### config.mk
export PLATFORM = sky130hd
export DESIGN_NAME = stpc_history
export DESIGN_NICKNAME = d
export VERILOG_FILES = /design/src/rtl/sigma_threshold_pretrigger_capture_macros.svh /design/src/rtl/stpc_pkg.sv /design/src/rtl/stpc_history.sv
export SDC_FILE = /design/constraint.sdc
export NUM_CORES = 2
export LEC_CHECK = 0
export BUFFER_PORTS_ARGS = -buffer_cell sky130_fd_sc_hd__buf_2
export CELL_PAD_IN_SITES_DETAIL_PLACEMENT = 0
export CELL_PAD_IN_SITES_GLOBAL_PLACEMENT = 1
export CORE_ASPECT_RATIO = 0.8
export CORE_MARGIN = 5
export CORE_UTILIZATION = 25
export CTS_CLUSTER_DIAMETER = 60
export DETAILED_ROUTE_END_ITERATION = 12
export GPL_ROUTABILITY_DRIVEN = 1
export GPL_TIMING_DRIVEN = 0
export PLACE_DENSITY = 0.48
export SLEW_MARGIN = 10
export SYNTH_ARGS = -nofsm -noshare
export SYNTH_HDL_FRONTEND = slang
export SYNTH_SLANG_ARGS = --single-unit
### constraint.sdc
create_clock -name clk -period 7.4 [get_ports clk]
set_input_delay 0.74 -clock clk [delete_from_list [all_inputs] [get_ports clk]]
set_output_delay 0.74 -clock clk [all_outputs]
set_load 0.03 [all_outputs]
### src/rtl/sigma_threshold_pretrigger_capture_macros.svh
// assertion macros shared by the capture block
`ifndef SIGMA_THRESHOLD_PRETRIGGER_CAPTURE_MACROS_SVH
`define SIGMA_THRESHOLD_PRETRIGGER_CAPTURE_MACROS_SVH

// same-cycle implication, checked out of reset
`define STPC_ASSERT_SAME(label, ante, cons) \
    label: assert property (@(posedge clk) disable iff (!rst_n) (ante) |-> (cons)) \
        else $error("capture block check failed");

// next-cycle implication, checked out of reset
`define STPC_ASSERT_NEXT(label, ante, cons) \
    label: assert property (@(posedge clk) disable iff (!rst_n) (ante) |=> (cons)) \
        else $error("capture block check failed");

`endif

### src/rtl/stpc_pkg.sv
// shared types and constants of the pretrigger capture block
package stpc_pkg;

    localparam int NUM_CH     = 4;
    localparam int SAMPLE_W   = 16;
    localparam int FRAME_W    = NUM_CH * SAMPLE_W;
    localparam int SIGMA_W    = 8;
    localparam int PREF_W     = 7;
    localparam int POSTF_W    = 11;
    localparam int PROD_W     = SIGMA_W + SAMPLE_W;
    localparam int THR_W      = PROD_W + 2;
    localparam int COUNT_W    = 32;
    localparam int APB_DATA_W = 64;
    localparam int APB_ADDR_W = 6;

    localparam logic [SIGMA_W-1:0] SIGMA_RST = 8'd3;
    localparam logic [PREF_W-1:0]  PRE_RST   = 7'd8;
    localparam logic [POSTF_W-1:0] POST_RST  = 11'd16;

    typedef logic [FRAME_W-1:0] frame_t;

    // register map, one 64-bit slot per register
    typedef enum logic [2:0] {
        REG_SIGMA = 3'd0,
        REG_PRE   = 3'd1,
        REG_POST  = 3'd2,
        REG_MEAN  = 3'd3,
        REG_RMS   = 3'd4
    } reg_idx_t;

    typedef struct packed {
        logic [SIGMA_W-1:0] sigma;
        logic [PREF_W-1:0]  pre_frames;
        logic [POSTF_W-1:0] post_frames;
        logic [FRAME_W-1:0] mean_packed;
        logic [FRAME_W-1:0] rms_packed;
    } cfg_t;

endpackage

### src/rtl/stpc_history.sv
// pretrigger delay line: one write port, one registered read port
module stpc_history
    import stpc_pkg::*;
#(
    parameter int DEPTH = 64,
    parameter int AW    = 6
)
(
    input  logic          clk,
    input  logic          wr_en,
    input  logic [AW-1:0] wr_addr,
    input  frame_t        wr_data,
    input  logic          rd_en,
    input  logic [AW-1:0] rd_addr,
    output frame_t        rd_data
);

    frame_t mem [DEPTH];
    frame_t rd_data_reg;

    // read returns the old contents when both ports hit the same entry
    always_ff @(posedge clk)
    begin
        if (rd_en)
        begin
            rd_data_reg <= mem[rd_addr];
        end
        if (wr_en)
        begin
            mem[wr_addr] <= wr_data;
        end
    end

    assign rd_data = rd_data_reg;

endmodule

Word level (Yosys, flattened, before mapping)
Memory sizes are Yosys's and may differ from the RTL's. A register that Yosys moved wholly into a read port is not among the register bits. Cells that the tools add are included.

Mux-type cells: 2.

Operator list (number): 2-to-1 mux 1 bit (2).

Register bits after elaboration: 0. RAM bits: 4096. Input port bits: 79. Output and inout bits: 64. Logic and storage cells: 3. Memories: 1.

Memories: mem (depth 64, width 64, rd ports 1, clocked after Yosys merged registers in 1, write ports 1, RTL line stpc_history.sv:18) `frame_t mem [DEPTH];`.

Longest topological paths before layout
Depth after elaboration: 2. Mapped depth: 9. Depth with buffers taken out: 5.

Worst setup path after synthesis
Ideal clock, no wire load.

Kind: input to register. From: input wr_addr[3]. To: memory mem[48][0] (netlist name), enable pin. Arrival time: 5.612 ns. Required time: 6.836 ns. Path slack: 1.224 ns. Stages on the path: 4. Cell sequence: clkbuf_1 nor2b_1 nand4b_1 nor3_1.

RTL lines: from (decl) (RTL line stpc_history.sv:11) `input logic [AW-1:0] wr_addr,`; to (decl) (RTL line stpc_history.sv:18).

No word-level cell before the write port.

==> results.cfg <==
[global_routing]
grt_most_used_layer = met2
grt_pass1_wl_mm = 679
grt_max_degree = 65
grt_use_met2 = 0.235
grt_util_met3 = 0.0266
grt-ovfl-total = 0
gr-usage-met1 = 0.223
antenna_found_initial = 88
grtUsageTotal = 0.152
grt_pass1_vias = 77539

[routing]
vias = 76529
ant_nets = 0
drt-initial-drc-count = 9330
drt_wl_total_mm = 502
first_pass_iters = 5
wl_per_cell_um = 30.9
vias_per_cell = 4.70
drc = 0

[synthesis]
synthTopCellsByArea = edfxtp_1 (80%), mux4_2 (15%), mux2i_1 (0.86%), a22oi_1 (0.80%), buf_2 (0.54%)
syn_area_per_cell_um2 = 23.8
synth-edff-count = 4160
ys_seq_area_frac = 0.796
synth_nets = 6677
yosysMostFrequentCell = edfxtp_1
yosysWarnings = 0
synth.distinct_cells = 32
ys_ff_latch = 4160
synth_commonest_cells = edfxtp_1 (4160), mux4_2 (1024), buf_2 (170)
synthDominantAreaCellType = edfxtp_1
ys.flop_type = edfxtp_1
syn-cell-area_um2 = 157000
netlist_instances = 6598
async_flop_share = 0
synth_top_area_share = 0.796

[clock_network]
root_buffer = clkbuf_16
cts.sinks = 4160
cts_buffers = 449
cts_setup_buffers = 0
worstSkewPairLatency_ns = 1.03
clk_pin_slew_worst_paths_ns = 0.06
cts_tree = built
holdBufCountCts = 0
ctsResizeCount = 0
cts.path.max_buffers = 4
htreeDepth = 5

[die]
io_pins = 143
design.die.area_um2 = 644000
start_util = 0.251
fp.dieW_um = 896
die_y_um = 719
num_rows = 260
core_um2 = 626000

[outcome]
status = finished, final reports clean

[critical_path]
path_buf_inv = 5
cp_top_family = buffers and inverters
worstPathRequired_ns = 8.02
reg2reg_slack_ns = 4.01
r2r_cells = 5
regToRegEndpoint = rd_data[30]
cpMaxStageDelayCell = a211oi_1
worst_path_most_repeated_cell = buf_2
end_kind = flop
start_kind = primary input
cp_max_fo = 10
reg2reg_from = mem[13][30]
slowest_delay_ns = 1.12
worstSetupPathDepth = 9
path_class = in -> reg
worstPathCellList = buf_2, buf_4, buf_2, buf_2, buf_4, mux2i_1, o22ai_1, a41oi_1, a211oi_1
crit_arrival_ns = 5.35

[cells_and_area]
largest_reg_flops = 4096
syn2layout_area_growth_pct = 20.2
post-route-util = 0.301
final.fill_count = 60148
fin_nets = 7528
multiInputGateArea_um2 = 30900
drive_gt1_frac = 0.305
seqCellArea_um2 = 125000

[placement]
io_buffers = 134
hpwl_mm = 348
gp_congestion = 0.763

[timing]
slew_violations = 0
slew-limit-headroom = 0.0442
hold_violations = 0
holdWs_ns = 0.142
setup_viol = 0
worst_slew_pin_slew_ns = 1.43
finClkSkew_ns = 0.0440
fin_crit_ns = 4.72
rsz0062_at_grt = false
period_share = 0.638
max_freq_ghz = 0.212

[power_and_ir_drop]
p_leak_nw = 57.6
finalPower_mw = 51.0
ir_drop_mv = 0.202
pwr_density_cell_nw_per_um2 = 270

[job]
maxCapViolations = 0

[worst_hold_path]
min_path_type = in -> reg
min_from = rd_en
hold_depth = 1
hold_path_end = rd_data[1]
==> worst reg2reg max path: cells and delay by family, from the launching register on <==
kind | cells | cell delay, ns
AOI/OAI and AO/OA | 2 | 1.71
DFF | 1 | 0.35
muxes | 1 | 0.49
and+or+nand+nor | 2 | 0.58
==> through the flow <==
| step | std cells | setup slack [ns] | instance area (um^2) | setup TNS [ns] |
|---|---|---|---|---|
| 5_1_grt | 16217 | 2.64 | 189000 | 0 |
| 3_3_place_gp | 15116 | -7.02 | 168000 | -7542.08 |
| 2_1_floorplan | 6598 | 1.22 | 157000 | 0 |
| 4_1_cts | 16210 | 2.54 | 188000 | 0 |
| 6_report | 16272 | 2.68 | 189000 | 0 |
| 3_5_place_dp | 15379 | 1.40 | 174000 | 0 |
==> worst max-delay path by stage <==
stage / end / slack [ns] / start
after floorplan: mem[48][0] / 1.22 / wr_addr[3]
after global placement: mem[49][20] / -7.02 / wr_addr[3]
after detailed placement: rd_data[41] / 1.40 / rd_addr[2]
after CTS: rd_data[41] / 2.54 / rd_addr[2]
after global routing: rd_data[41] / 2.64 / rd_addr[2]
final: rd_data[41] / 2.68 / rd_addr[2]
==> cell usage in the layout, fill, tap and decap left out, drive strengths merged, types with 2 or more instances in the layout <==
cell type and n:
clkinvlp 10, a41oi 26, a22oi 168, nor2 112, mux2i 135, or3 29, inv 45, clkinv 200
a211oi 63, nor3 2, a22o 88, nand2 58, o22ai 83, nand3 45, buf 630, or2 28
mux4 1024, a31oi 18, and2 3, and3 64, edfxtp 4160, nand2b 11, nand4 2, a2bb2oi 19
clkbuf 698, nand3b 2, bufinv 37, nor2b 28, diode 59, o221ai 38
==> metal layers <==
layer,vias up,routed length [um]
met5,-,87
li1,30452,-
met3,620,35700
met1,42465,227000
met4,14,11900
met2,2978,228000
==> layout make-up <==
cell class / count / area share
inverter: 19 / 0.000378
clock inverter: 273 / 0.0135
sequential: 4160 / 0.662
clock buffer: 558 / 0.0623
multi-input combinational: 2049 / 0.164
antenna: 59 / 0.000782
buffer: 370 / 0.00945
timing repair buffer: 400 / 0.0325
tap: 8384 / 0.0556
==> logic make-up (layout without fill, tap and decap cells) <==
group,after synthesis,count (layout),synth area share
mux,1159,1159,0.156
compound gates,504,504,0.0247
other cells,0,59,0
flops,4160,4160,0.796
simple gates,386,386,0.0123
buf+inv,389,1620,0.0118
==> where the power goes <==
part           switching (mW)  leakage [nW]  internal (mW)
combinational            1.98          13.1          0.867
sequential             0.0433          37.5           26.1
clock                    9.42          6.99           12.6
total                    11.4          57.6           39.6
No activity file was read; power rests on OpenSTA's default activity.
