===== src/rtl/sigma_threshold_pretrigger_capture_macros.svh =====
// assertion macros shared by the capture block
`ifndef SIGMA_THRESHOLD_PRETRIGGER_CAPTURE_MACROS_SVH
`define SIGMA_THRESHOLD_PRETRIGGER_CAPTURE_MACROS_SVH

// same-cycle implication, checked out of reset
`define STPC_ASSERT_SAME(label, ante, cons) \
    label: assert property (@(posedge clk) disable iff (!rst_n) (ante) |-> (cons)) \
        else $error("capture block check failed");

// next-cycle implication, checked out of reset
`define STPC_ASSERT_NEXT(label, ante, cons) \
    label: assert property (@(posedge clk) disable iff (!rst_n) (ante) |=> (cons)) \
        else $error("capture block check failed");

`endif


===== src/rtl/stpc_pkg.sv =====
// shared types and constants of the pretrigger capture block
package stpc_pkg;

    localparam int NUM_CH     = 4;
    localparam int SAMPLE_W   = 16;
    localparam int FRAME_W    = NUM_CH * SAMPLE_W;
    localparam int SIGMA_W    = 8;
    localparam int PREF_W     = 7;
    localparam int POSTF_W    = 11;
    localparam int PROD_W     = SIGMA_W + SAMPLE_W;
    localparam int THR_W      = PROD_W + 2;
    localparam int COUNT_W    = 32;
    localparam int APB_DATA_W = 64;
    localparam int APB_ADDR_W = 6;

    localparam logic [SIGMA_W-1:0] SIGMA_RST = 8'd3;
    localparam logic [PREF_W-1:0]  PRE_RST   = 7'd8;
    localparam logic [POSTF_W-1:0] POST_RST  = 11'd16;

    typedef logic [FRAME_W-1:0] frame_t;

    // register map, one 64-bit slot per register
    typedef enum logic [2:0] {
        REG_SIGMA = 3'd0,
        REG_PRE   = 3'd1,
        REG_POST  = 3'd2,
        REG_MEAN  = 3'd3,
        REG_RMS   = 3'd4
    } reg_idx_t;

    typedef struct packed {
        logic [SIGMA_W-1:0] sigma;
        logic [PREF_W-1:0]  pre_frames;
        logic [POSTF_W-1:0] post_frames;
        logic [FRAME_W-1:0] mean_packed;
        logic [FRAME_W-1:0] rms_packed;
    } cfg_t;

endpackage


===== src/rtl/stpc_detect.sv =====
// per-channel excess threshold compare for one frame
module stpc_detect
    import stpc_pkg::*;
(
    input  cfg_t   cfg,
    input  frame_t frame,
    output logic   hit
);

    logic        [PROD_W-1:0] dev   [NUM_CH];
    logic signed [THR_W-1:0]  mean  [NUM_CH];
    logic signed [THR_W-1:0]  samp  [NUM_CH];
    logic signed [THR_W-1:0]  upper [NUM_CH];
    logic signed [THR_W-1:0]  lower [NUM_CH];
    logic        [NUM_CH-1:0] ch_hit;

    // mean +/- sigma*rms, exact in THR_W bits, one lane per channel
    always_comb
    begin
        for (int c = 0; c < NUM_CH; c++)
        begin
            dev[c]   = PROD_W'(cfg.sigma) *
                       PROD_W'(cfg.rms_packed[c*SAMPLE_W +: SAMPLE_W]);
            mean[c]  = THR_W'(signed'(cfg.mean_packed[c*SAMPLE_W +: SAMPLE_W]));
            samp[c]  = THR_W'(signed'(frame[c*SAMPLE_W +: SAMPLE_W]));
            upper[c] = mean[c] + signed'({2'b00, dev[c]});
            lower[c] = mean[c] - signed'({2'b00, dev[c]});
            ch_hit[c] = (samp[c] >= upper[c]) || (samp[c] <= lower[c]);
        end
    end

    assign hit = |ch_hit;

endmodule


===== config.mk =====
export PLATFORM = sky130hd
export DESIGN_NAME = stpc_detect
export DESIGN_NICKNAME = d
export VERILOG_FILES = /design/src/rtl/sigma_threshold_pretrigger_capture_macros.svh /design/src/rtl/stpc_pkg.sv /design/src/rtl/stpc_detect.sv
export SDC_FILE = /design/constraint.sdc
export NUM_CORES = 2
export LEC_CHECK = 0
export BUFFER_PORTS_ARGS = -buffer_cell sky130_fd_sc_hd__clkbuf_2
export CORE_ASPECT_RATIO = 1.75
export CORE_UTILIZATION = 59
export DETAILED_ROUTE_END_ITERATION = 12
export PLACE_DENSITY = 0.8
export REMOVE_ABC_BUFFERS = 1
export SYNTH_ARGS = -nofsm -noshare
export SYNTH_HDL_FRONTEND = slang
export SYNTH_SLANG_ARGS = --single-unit

===== constraint.sdc =====
create_clock -name vclk -period 7.52
set_clock_uncertainty 0.15 [all_clocks]
set_input_delay 0.376 -clock vclk [all_inputs]
set_output_delay 0.376 -clock vclk [all_outputs]
set_load 0.02 [all_outputs]

After elaboration in Yosys (flattened, before gate mapping)
Cells that the tools add are included.
{ "totals": {"inputBits": 218, "elab_cells": 25, "register_bits": 0, "out_inout_bits": 1} }
{ "classes": {"magnitude_cmp": 8, "n_addsub": 8, "multipliers": 4, "n_reduce_logical": 5} }
{ "ops": {"columns": ["op", "count"], "rows": [
  ["$add 16x25->26", 4],
  ["$ge 16x26->1", 4],
  ["$le 16x26->1", 4],
  ["$sub 16x25->26", 4],
  ["$mul 8x16->24", 4],
  ["$logic_or 1x1->1", 4],
  ["$reduce_or 4->1", 1]
]} }

Logic depth before layout (Yosys ltp)
{ "depth": {"word_depth": 5, "depth_mapped": 42, "depth_no_buf": 39} }

Least setup slack after synthesis
OpenSTA, ideal clock, no wires.
{ "synth_path": {"kind": "input port to output port", "from": "input cfg[150] in the netlist's numbering", "to": "output hit", "arrival_ns": 7.910, "slack_ns": -0.916, "cell_stages": 37, "t_required_ns": 6.994, "path_buffers": 3, "path_cell_list": "clkbuf_1 clkbuf_1 nand2_1 fa_1 inv_1 fa_1 fa_1 inv_1 fa_1 inv_1 ha_1 nor2_1 a2111oi_0 nor3_1 o21bai_1 a21oi_1 xnor2_1 ha_1 clkbuf_1 inv_1 a21o_1 or3_1 a211oi_1 nor2_1 and4_1 o22ai_1 xnor2_1 ha_1 nand4_1 nor2_1 and3_1 a32oi_1 o2111ai_1 nor3_1 o21ai_0 nor4_1 nand4_1"} }
{ "synth_between": {"elab_chain_len": 5, "word_cells_on_any_way": 25, "classes_between": "8 x add/sub; 4 x mul; 8 x order compare; 5 x reduce/logical"} }
{ "synth_rtl": {"columns": ["element", "line", "text"], "rows": [
  ["from (decl)", "stpc_detect.sv:5", "input cfg_t cfg,"],
  ["$mul 8x16->24", "stpc_detect.sv:22", "dev[c] = PROD_W'(cfg.sigma) *"],
  ["$add 16x25->26 or $sub 16x25->26 (tied branches)", "stpc_detect.sv:26, stpc_detect.sv:27", null],
  ["$ge 16x26->1 or $le 16x26->1 (tied branches)", "stpc_detect.sv:28", "ch_hit[c] = (samp[c] >= upper[c]) || (samp[c] <= lower[c]);"],
  ["$logic_or 1x1->1", "stpc_detect.sv:28", null],
  ["$reduce_or 4->1 (*)", "stpc_detect.sv:32", "assign hit = |ch_hit;"],
  ["to (decl)", "stpc_detect.sv:7", "output logic hit"]
]} }
Mark *: on every way between the ends. The rest lies on a longest branch, timed or not.

Worst setup path in the final report
{ "layout_path": {"from": "input cfg[148] in the netlist's numbering", "to": "output hit"} }
Same word-level chain as after synthesis.

==> metrics.cfg <==
[status]
run_status=finished, violations left
violations=negative setup slack

[sta]
maxSlewHeadroom=0.518
period_share=1.24
tightestPinTransition_ps=723
fin_crit_ps=9320
tns_ps=-1800
finalHoldViolations=0
timing.final.ws_setup_ps=-1800
final-setup-viol-count=1
rsz0062_at_grt=yes
fmax_mhz=107
drv_slew=0

[setup_path]
worst-path-buf-inv=10
crit_arrival_ps=8800
cpLargestDelayFamily=adder cells
cpMostUsedCell=buf_4
crit_slowest_cell=fa_1
critPathRequiredTime_ps=6990
critPathMaxFanout=11
max_stage_delay_ps=500
end_kind=output port
critPathLaunchType=primary input
critPathKind=in2out

[placement]
dp_hpwl_mm=82.3
post-place-ws_ps=-2060
gp_congestion=0.983
io_buffers=201

[floorplanning]
core-area_sq_um=49700
die_h_microns=299
chipWidth_microns=172
initial_core_util=0.599
die_area_sq_um=51500
num_rows=108
io_pins=219

[final_layout]
flops_and_latches=0
regArea_sq_um=0
nets=5732
area_growth_pct=27.2
drive_gt1_frac=0.244
post-route-util=0.763
nClkBuffers=0
fill_cells=3467
multi_input_area_sq_um=27800

[yosys]
synth_cell_types=84
synth.top_cell.area_share=0.245
yosysMostFrequentCell=ha_1
synthesis.area_sq_um=29800
synthTopCellsByArea=ha_1, fa_1, and2_1
ys_top_cells_by_count=ha_1, inv_1, fa_1
seq_area_frac_synth=0
syn_inst=3721
yosysWarnings=0
synth_area_per_cell_sq_um=8.01
yosys.area.top_type=ha_1

[drt]
route.detailed.wl_per_inst_microns=18.9
drt-vias-per-instance=5.84
vias=30700
routed_wl_mm=99.5
drc=0
drtIter0Drc=1685
drt-pass1-iter-count=6
final_antenna_net_count=0

[grt]
groute.usage.overall=0.393
grt_first_pass_wirelength_mm=158
first_global_vias=33100
met3_usage=0.146
grt_max_degree=28
grt_overflow=0
grt_most_used_layer=met2
use_met1=0.329
grtUsageMet2=0.695
grt_antenna_before_repair=29

[min_path]
hold_start=frame[61]
hold_depth=9
min_path_type=in2out
holdPathEnd=hit

[clock_tree]
cts_hold_buf=0

[flow_run]
cap_viol_max_count=0

cells by family (layout without fill, tap and decap cells):
kind of cell | after synthesis | count (layout) | share of synthesized area
compound gates | 747 | 747 | 0.168
mux | 5 | 5 | 0.00172
simple gates | 1120 | 1120 | 0.194
fa+ha+maj | 928 | 928 | 0.476
buf+inv | 661 | 1524 | 0.0840
xor+xnor | 260 | 260 | 0.0764
other cells | 0 | 18 | 0
what timing repair did:
item	in CTS	in global routing
setup buffers	22	6
pin swaps	79	48
resized for setup	120	43
endpoints found under the setup margin	1	1
gates cloned	2	0
through the flow:
stage / instances / hold slack [ps] / cell area, sq um
after detailed placement: 5214 / 1640 / 36900
after global placement: 5214 / 1640 / 36900
final: 5262 / 1640 / 37900
after floorplan: 3604 / 989 / 29300
after global routing: 5257 / 1690 / 37900
after CTS: 5238 / 1640 / 37700
how the worst max path moves through the flow:
stage	start	end	cells after the start
after floorplan	cfg[49]	hit	33
after global placement	cfg[149]	hit	38
after detailed placement	cfg[149]	hit	39
after CTS	cfg[150]	hit	41
after global routing	cfg[148]	hit	38
final	cfg[148]	hit	37
metal layers:
metal | wire length [microns] | part of all wire | vias up
met4 | 10500 | 0.11 | 24
met2 | 51100 | 0.51 | 1166
met1 | 30000 | 0.30 | 14700
met5 | 228 | 0.0023 | -
met3 | 7760 | 0.078 | 666
li1 | - | - | 14200
final cells by class:
class | count | area share
well taps | 660 | 0.0218
multi-input cells | 3060 | 0.734
repair buffers | 980 | 0.189
diodes | 18 | 0.00119
inverters | 544 | 0.0538
cells in the final DEF, fill, tap and decap left out, types with 9 or more instances in the layout:
cell type and count:
a31oi_1 21, nand3_1 39, and3_1 19, diode_2 18
inv_1 534, a21oi_2 13, or3_1 21, nor3_1 61
nand2b_1 31, a211oi_1 16, o21ai_0 86, and2_1 324
fa_1 336, nand4_1 54, buf_4 757, buf_6 10
nor4_1 13, xnor2_1 202, o21bai_1 61, a21o_1 142
nor2_1 186, nand2_1 265, a21oi_1 214, o31ai_1 9
or2_2 11, o21a_1 25, xor2_1 50, clkbuf_2 194
o21ai_1 12, o211ai_1 19, nor2b_1 36, ha_1 576
Power is not shown: default switching activity piles up to over one toggle a cycle in this logic, so the estimate is an artifact.
