**config.mk**
```make
export PLATFORM = sky130hd
export DESIGN_NAME = stpc_regs
export DESIGN_NICKNAME = d
export VERILOG_FILES = /design/src/rtl/sigma_threshold_pretrigger_capture_macros.svh /design/src/rtl/stpc_pkg.sv /design/src/rtl/stpc_regs.sv
export SDC_FILE = /design/constraint.sdc
export NUM_CORES = 1
export LEC_CHECK = 0
export BUFFER_PORTS_ARGS = -buffer_cell sky130_fd_sc_hd__buf_4
export CORE_AREA = 8 8 125 127
export DETAILED_ROUTE_END_ITERATION = 10
export DIE_AREA = 0 0 133 135
export GPL_TIMING_DRIVEN = 0
export PLACE_DENSITY = 0.86
export SKIP_LAST_GASP = 1
export SLEW_MARGIN = 20
export SYNTH_ARGS = -nofsm -noshare
export SYNTH_HDL_FRONTEND = slang
export SYNTH_SLANG_ARGS = --single-unit
export TNS_END_PERCENT = 30
```
**constraint.sdc**
```tcl
create_clock -name clk -period 2 [get_ports clk]
set_input_delay 0.1 -clock clk [delete_from_list [all_inputs] [get_ports clk]]
set_output_delay 0.1 -clock clk [all_outputs]
set_load 0.01 [all_outputs]
```
**src/rtl/sigma_threshold_pretrigger_capture_macros.svh**
```systemverilog
// assertion macros shared by the capture block
`ifndef SIGMA_THRESHOLD_PRETRIGGER_CAPTURE_MACROS_SVH
`define SIGMA_THRESHOLD_PRETRIGGER_CAPTURE_MACROS_SVH

// same-cycle implication, checked out of reset
`define STPC_ASSERT_SAME(label, ante, cons) \
    label: assert property (@(posedge clk) disable iff (!rst_n) (ante) |-> (cons)) \
        else $error("capture block check failed");

// next-cycle implication, checked out of reset
`define STPC_ASSERT_NEXT(label, ante, cons) \
    label: assert property (@(posedge clk) disable iff (!rst_n) (ante) |=> (cons)) \
        else $error("capture block check failed");

`endif

```
**src/rtl/stpc_pkg.sv**
```systemverilog
// shared types and constants of the pretrigger capture block
package stpc_pkg;

    localparam int NUM_CH     = 4;
    localparam int SAMPLE_W   = 16;
    localparam int FRAME_W    = NUM_CH * SAMPLE_W;
    localparam int SIGMA_W    = 8;
    localparam int PREF_W     = 7;
    localparam int POSTF_W    = 11;
    localparam int PROD_W     = SIGMA_W + SAMPLE_W;
    localparam int THR_W      = PROD_W + 2;
    localparam int COUNT_W    = 32;
    localparam int APB_DATA_W = 64;
    localparam int APB_ADDR_W = 6;

    localparam logic [SIGMA_W-1:0] SIGMA_RST = 8'd3;
    localparam logic [PREF_W-1:0]  PRE_RST   = 7'd8;
    localparam logic [POSTF_W-1:0] POST_RST  = 11'd16;

    typedef logic [FRAME_W-1:0] frame_t;

    // register map, one 64-bit slot per register
    typedef enum logic [2:0] {
        REG_SIGMA = 3'd0,
        REG_PRE   = 3'd1,
        REG_POST  = 3'd2,
        REG_MEAN  = 3'd3,
        REG_RMS   = 3'd4
    } reg_idx_t;

    typedef struct packed {
        logic [SIGMA_W-1:0] sigma;
        logic [PREF_W-1:0]  pre_frames;
        logic [POSTF_W-1:0] post_frames;
        logic [FRAME_W-1:0] mean_packed;
        logic [FRAME_W-1:0] rms_packed;
    } cfg_t;

endpackage

```
**src/rtl/stpc_regs.sv**
```systemverilog
// configuration register file behind the apb port
module stpc_regs
    import stpc_pkg::*;
(
    input  logic                  clk,
    input  logic                  rst_n,
    input  logic                  psel,
    input  logic                  penable,
    input  logic                  pwrite,
    input  logic [APB_ADDR_W-1:0] paddr,
    input  logic [APB_DATA_W-1:0] pwdata,
    output logic [APB_DATA_W-1:0] prdata,
    output logic                  pready,
    output cfg_t                  cfg
);

    cfg_t     cfg_reg;
    reg_idx_t idx;
    logic     wr_en;

    assign idx    = reg_idx_t'(paddr[APB_ADDR_W-1:3]);
    assign wr_en  = psel && penable && pwrite;
    assign pready = 1'b1;
    assign cfg    = cfg_reg;

    // register writes on the access phase
    always_ff @(posedge clk or negedge rst_n)
    begin
        if (!rst_n)
        begin
            cfg_reg.sigma       <= SIGMA_RST;
            cfg_reg.pre_frames  <= PRE_RST;
            cfg_reg.post_frames <= POST_RST;
            cfg_reg.mean_packed <= '0;
            cfg_reg.rms_packed  <= '0;
        end
        else if (wr_en)
        begin
            case (idx)
                REG_SIGMA: cfg_reg.sigma       <= pwdata[SIGMA_W-1:0];
                REG_PRE:   cfg_reg.pre_frames  <= pwdata[PREF_W-1:0];
                REG_POST:  cfg_reg.post_frames <= pwdata[POSTF_W-1:0];
                REG_MEAN:  cfg_reg.mean_packed <= pwdata[FRAME_W-1:0];
                REG_RMS:   cfg_reg.rms_packed  <= pwdata[FRAME_W-1:0];
                default:   ;
            endcase
        end
    end

    // read mux
    always_comb
    begin
        case (idx)
            REG_SIGMA: prdata = APB_DATA_W'(cfg_reg.sigma);
            REG_PRE:   prdata = APB_DATA_W'(cfg_reg.pre_frames);
            REG_POST:  prdata = APB_DATA_W'(cfg_reg.post_frames);
            REG_MEAN:  prdata = APB_DATA_W'(cfg_reg.mean_packed);
            REG_RMS:   prdata = APB_DATA_W'(cfg_reg.rms_packed);
            default:   prdata = '0;
        endcase
    end

endmodule

```
# Word level (Yosys, flattened, before mapping)
# Cells that the tools add are included.
# word_totals
ff_bits	154
input_bits	75
out_inout_bits	219
wordCells	18
# classes
n_eq_ne	4
n_mux	1
reduce_logical	8
# ops
cell	count
$pmux 64 s5	1
$reduce_and 2->1	5
$eq 3x2->1 const B	2
$eq 3x1->1 const B	1
$eq 3x3->1 const B	1
$logic_not 3->1	1
$logic_and 1x1->1	2

# Depth between registers and ports, before layout
# depth
word_depth	3
mapped_depth	5

# Least setup slack after synthesis
# Ideal clock, no wire load.
# synth_timing
kind	input to register
startpoint	input paddr[4]
endpoint	register cfg_reg (netlist bit cfg[100])
arrival_ns	1.159
path_slack_ns	0.716
path_stages	5
n_path_buf	2
cell_sequence	buf_2 nand2_1 nor2_4 buf_4 mux2_2
# synth_between
elab_chain_len	2
# synth_rtl
item	line_no	rtl
start, declared	stpc_regs.sv:10	input logic [APB_ADDR_W-1:0] paddr,
$eq 3x2->1	stpc_regs.sv:39	case (idx)
$reduce_and 2->1 (no source line)	-	
end, declared	stpc_regs.sv:17	cfg_t cfg_reg;
# Every way passes these cells.
# A chain may end at the register's enable or synchronous reset.

# Worst setup path after layout
# layout_timing
startpoint	input paddr[4]
endpoint	output prdata[31]
# layout_between
elab_chain_len	2
word_cells_on_any_way	6
# layout_rtl
item	line_no	rtl
$eq 3x3->1, or another cell as far along	stpc_regs.sv:53	case (idx)
$pmux 64 s5 *	stpc_regs.sv:53	
end, declared	stpc_regs.sv:12	output logic [APB_DATA_W-1:0] prdata,
# Every way passes the cells marked *; elsewhere a longest branch is shown, timed or not.

==> flow_metrics.tcl <==
set metrics [dict create \
    outcome "finished, final reports clean" \
    hold_violations 0 \
    reg2reg_to "cfg[32]" \
    path_delay_family "buffers and inverters" \
    placed_cells 927 \
    yosysMostFrequentCell "dfrtp_1" \
    p_leak_nw 5.22 \
    synth_edf_count 0 \
    avgRoutedWirePerCell_um 24.5 \
    yosysSeqAreaShare 0.571 \
    grt_pass1_wl_mm 38.8 \
    tritoncts "built" \
    core_um2 13600 \
    timing.fmax_ghz 0.550 \
    cap_viol_max_count 0 \
    rows 43 \
    dr.pass1.iters 5 \
    min_path_cells 3 \
    cp_max_fo 10 \
    synthDistinctLibCells 28 \
    yosysWarnings 0 \
    crit_buf_inv 4 \
    cp_data_required_time_ns 1.90 \
    min_to "cfg[138]" \
    fin_util 0.768 \
    overflow 0 \
    max_slew_margin 0.472 \
    worst_hold_slack_ns 0.118 \
    startpoint_type "input pin" \
    avgSynthCellArea_um2 14.8 \
    syn_inst 457 \
    initial_core_util 0.496 \
    syn_nets 532 \
    cts_setup_buffers 0 \
    min_period_ns 1.82 \
    hold_path_startpoint "paddr[3]" \
    cts_sinks 154 \
    synth_top_area_frac 0.556 \
    synth_common_cells "dfrtp_1 (150), mux2_2 (101), mux2_1 (60), a22o_1 (53), buf_2 (14)" \
    die_x_um 133 \
    drive_above_1_share 0.544 \
    fin_nets 906 \
    regToRegSetupSlack_ns 1.11 \
    placed_area_um2 9180 \
    areaGrowthSynthToFinish_pct 54.8 \
    crit_path_top_delay_cell "nor2_2" \
    dp_hpwl_mm 17.0 \
    viasPerCell 5.71 \
    tns_ns 0 \
    cts.path.max_buffers 2 \
    setup_viol 0 \
    synth_area_leaders "dfrtp_1 (56%), mux2_2 (17%), mux2_1 (10%)" \
    io_pins 294 \
    synth_area_um2 6750 \
    portBuffers 289 \
    skew_ns 0 \
    rsz0062_at_grt "no" \
    root_buffer "clkbuf_16" \
    die_area_um2 18000 \
    power_density_nw_per_um2 994 \
    critPathKind "input pin to output pin" \
    end_kind "output pin" \
    hp-class "input pin to flip-flop" \
    reg2reg_from "cfg[32]" \
    critical_path.cell_chain "buf_4 -> buf_2 -> nand2_1 -> nor2_2 -> buf_2 -> a22o_1 -> buf_4" \
    period_share 0.908 \
    synth-seq-cells 154 \
    critical_path_arrival_ns 1.72 \
    grt_pass1_vias 6673 \
    drc 0 \
    drt-initial-drc-count 314 \
    grt_usage 0.279 \
    postRouteAntennaNets 0 \
    antenna_found_initial 0 \
    insertion_delay_ns 0.42 \
    reg2reg_depth 1 \
    slowest_delay_ns 0.40 \
    grt_max_degree 80 \
    die_y_um 135 \
    gp_congestion 0.821 \
    tightest_slew_ns 0.793 \
    design_area_um2 10500 \
    vias 5850 \
    yosys.area.top_type "dfrtp_1" \
    htreeDepth 4 \
    cts_made_buffers 17 \
    synthArstFlopShare 1.00 \
    antenna_cells 0 \
    clk_pin_slew_worst_paths_ns 0.05 \
    synth-main-ff-cell "dfrtp_1" \
    peakVddDrop_mv 0.678 \
    largest_reg_flops 154 \
    final_cells 1024 \
    finalMaxSlewViolations 0 \
    wl_mm 25.1 \
]
logic make-up (layout without fill, tap and decap cells):
family,after synthesis,count (layout),share of synthesized area
AO/OA/AOI/OAI,79,79,0.0930
buffers and inverters,35,422,0.0332
flip-flops,154,154,0.571
multiplexers,165,165,0.274
other,1,1,0.000555
AND/OR/NAND/NOR,23,23,0.0274
metal layers:
layer | track usage | wire length (um)
met4 | 0.147 | 987
met3 | 0.0988 | 2150
met2 | 0.488 | 13000
met1 | 0.291 | 9000
met5 | 0 | 0
area by class of cell:
| cell class | count | area [um2] |
|---|---|---|
| repair buffers | 355 | 2860 |
| fillers | 791 | 3160 |
| well taps | 180 | 225 |
| clock inverters | 3 | 46.3 |
| flip-flops and latches | 154 | 3860 |
| clock buffers | 29 | 571 |
| plain buffers | 35 | 225 |
| multi-input cells | 268 | 2670 |
timing repair:
action / in CTS / in global routing
hold buffers: 65 / 0
endpoints found under the setup margin: 0 / 1
endpoints found under the hold margin: 225 / 0
gates resized for setup: 0 / 2
per-stage QoR:
step	power [W]	setup WS, ns
finish	0.0104	0.183
global route	0.0108	0.101
CTS	0.0104	0.156
detailed placement	0.00696	0.149
global placement	0.00683	0.173
floorplan	0.00525	0.716
how the worst max path moves through the flow:
stage	from	end	slack, ns	cells after the start
after global placement	paddr[4]	prdata[38]	0.17	6
final	paddr[4]	prdata[31]	0.18	7
after CTS	paddr[3]	prdata[24]	0.16	6
after detailed placement	paddr[3]	prdata[38]	0.15	6
after global routing	paddr[4]	prdata[54]	0.10	7
after floorplan	paddr[4]	cfg[100]	0.72	5
power by group:
group	total (W)	switching, W	internal, W
registers	0.00432	0.000581	0.00374
clock network	0.00329	0.00123	0.00205
logic	0.00277	0.00121	0.00156
placed cells by master, fill, tap and decap left out, types with 8 or more instances in the layout:
| master | instances |
|---|---|
| buf_2 | 14 |
| clkbuf_1 | 8 |
| nor3b_1 | 8 |
| mux2_1 | 60 |
| dfrtp_1 | 150 |
| clkbuf_8 | 10 |
| clkbuf_16 | 17 |
| a22o_1 | 53 |
| dlygate4sd3_1 | 65 |
| buf_4 | 296 |
| mux2_2 | 101 |
Note: power is estimated with default switching activity, not from simulation.
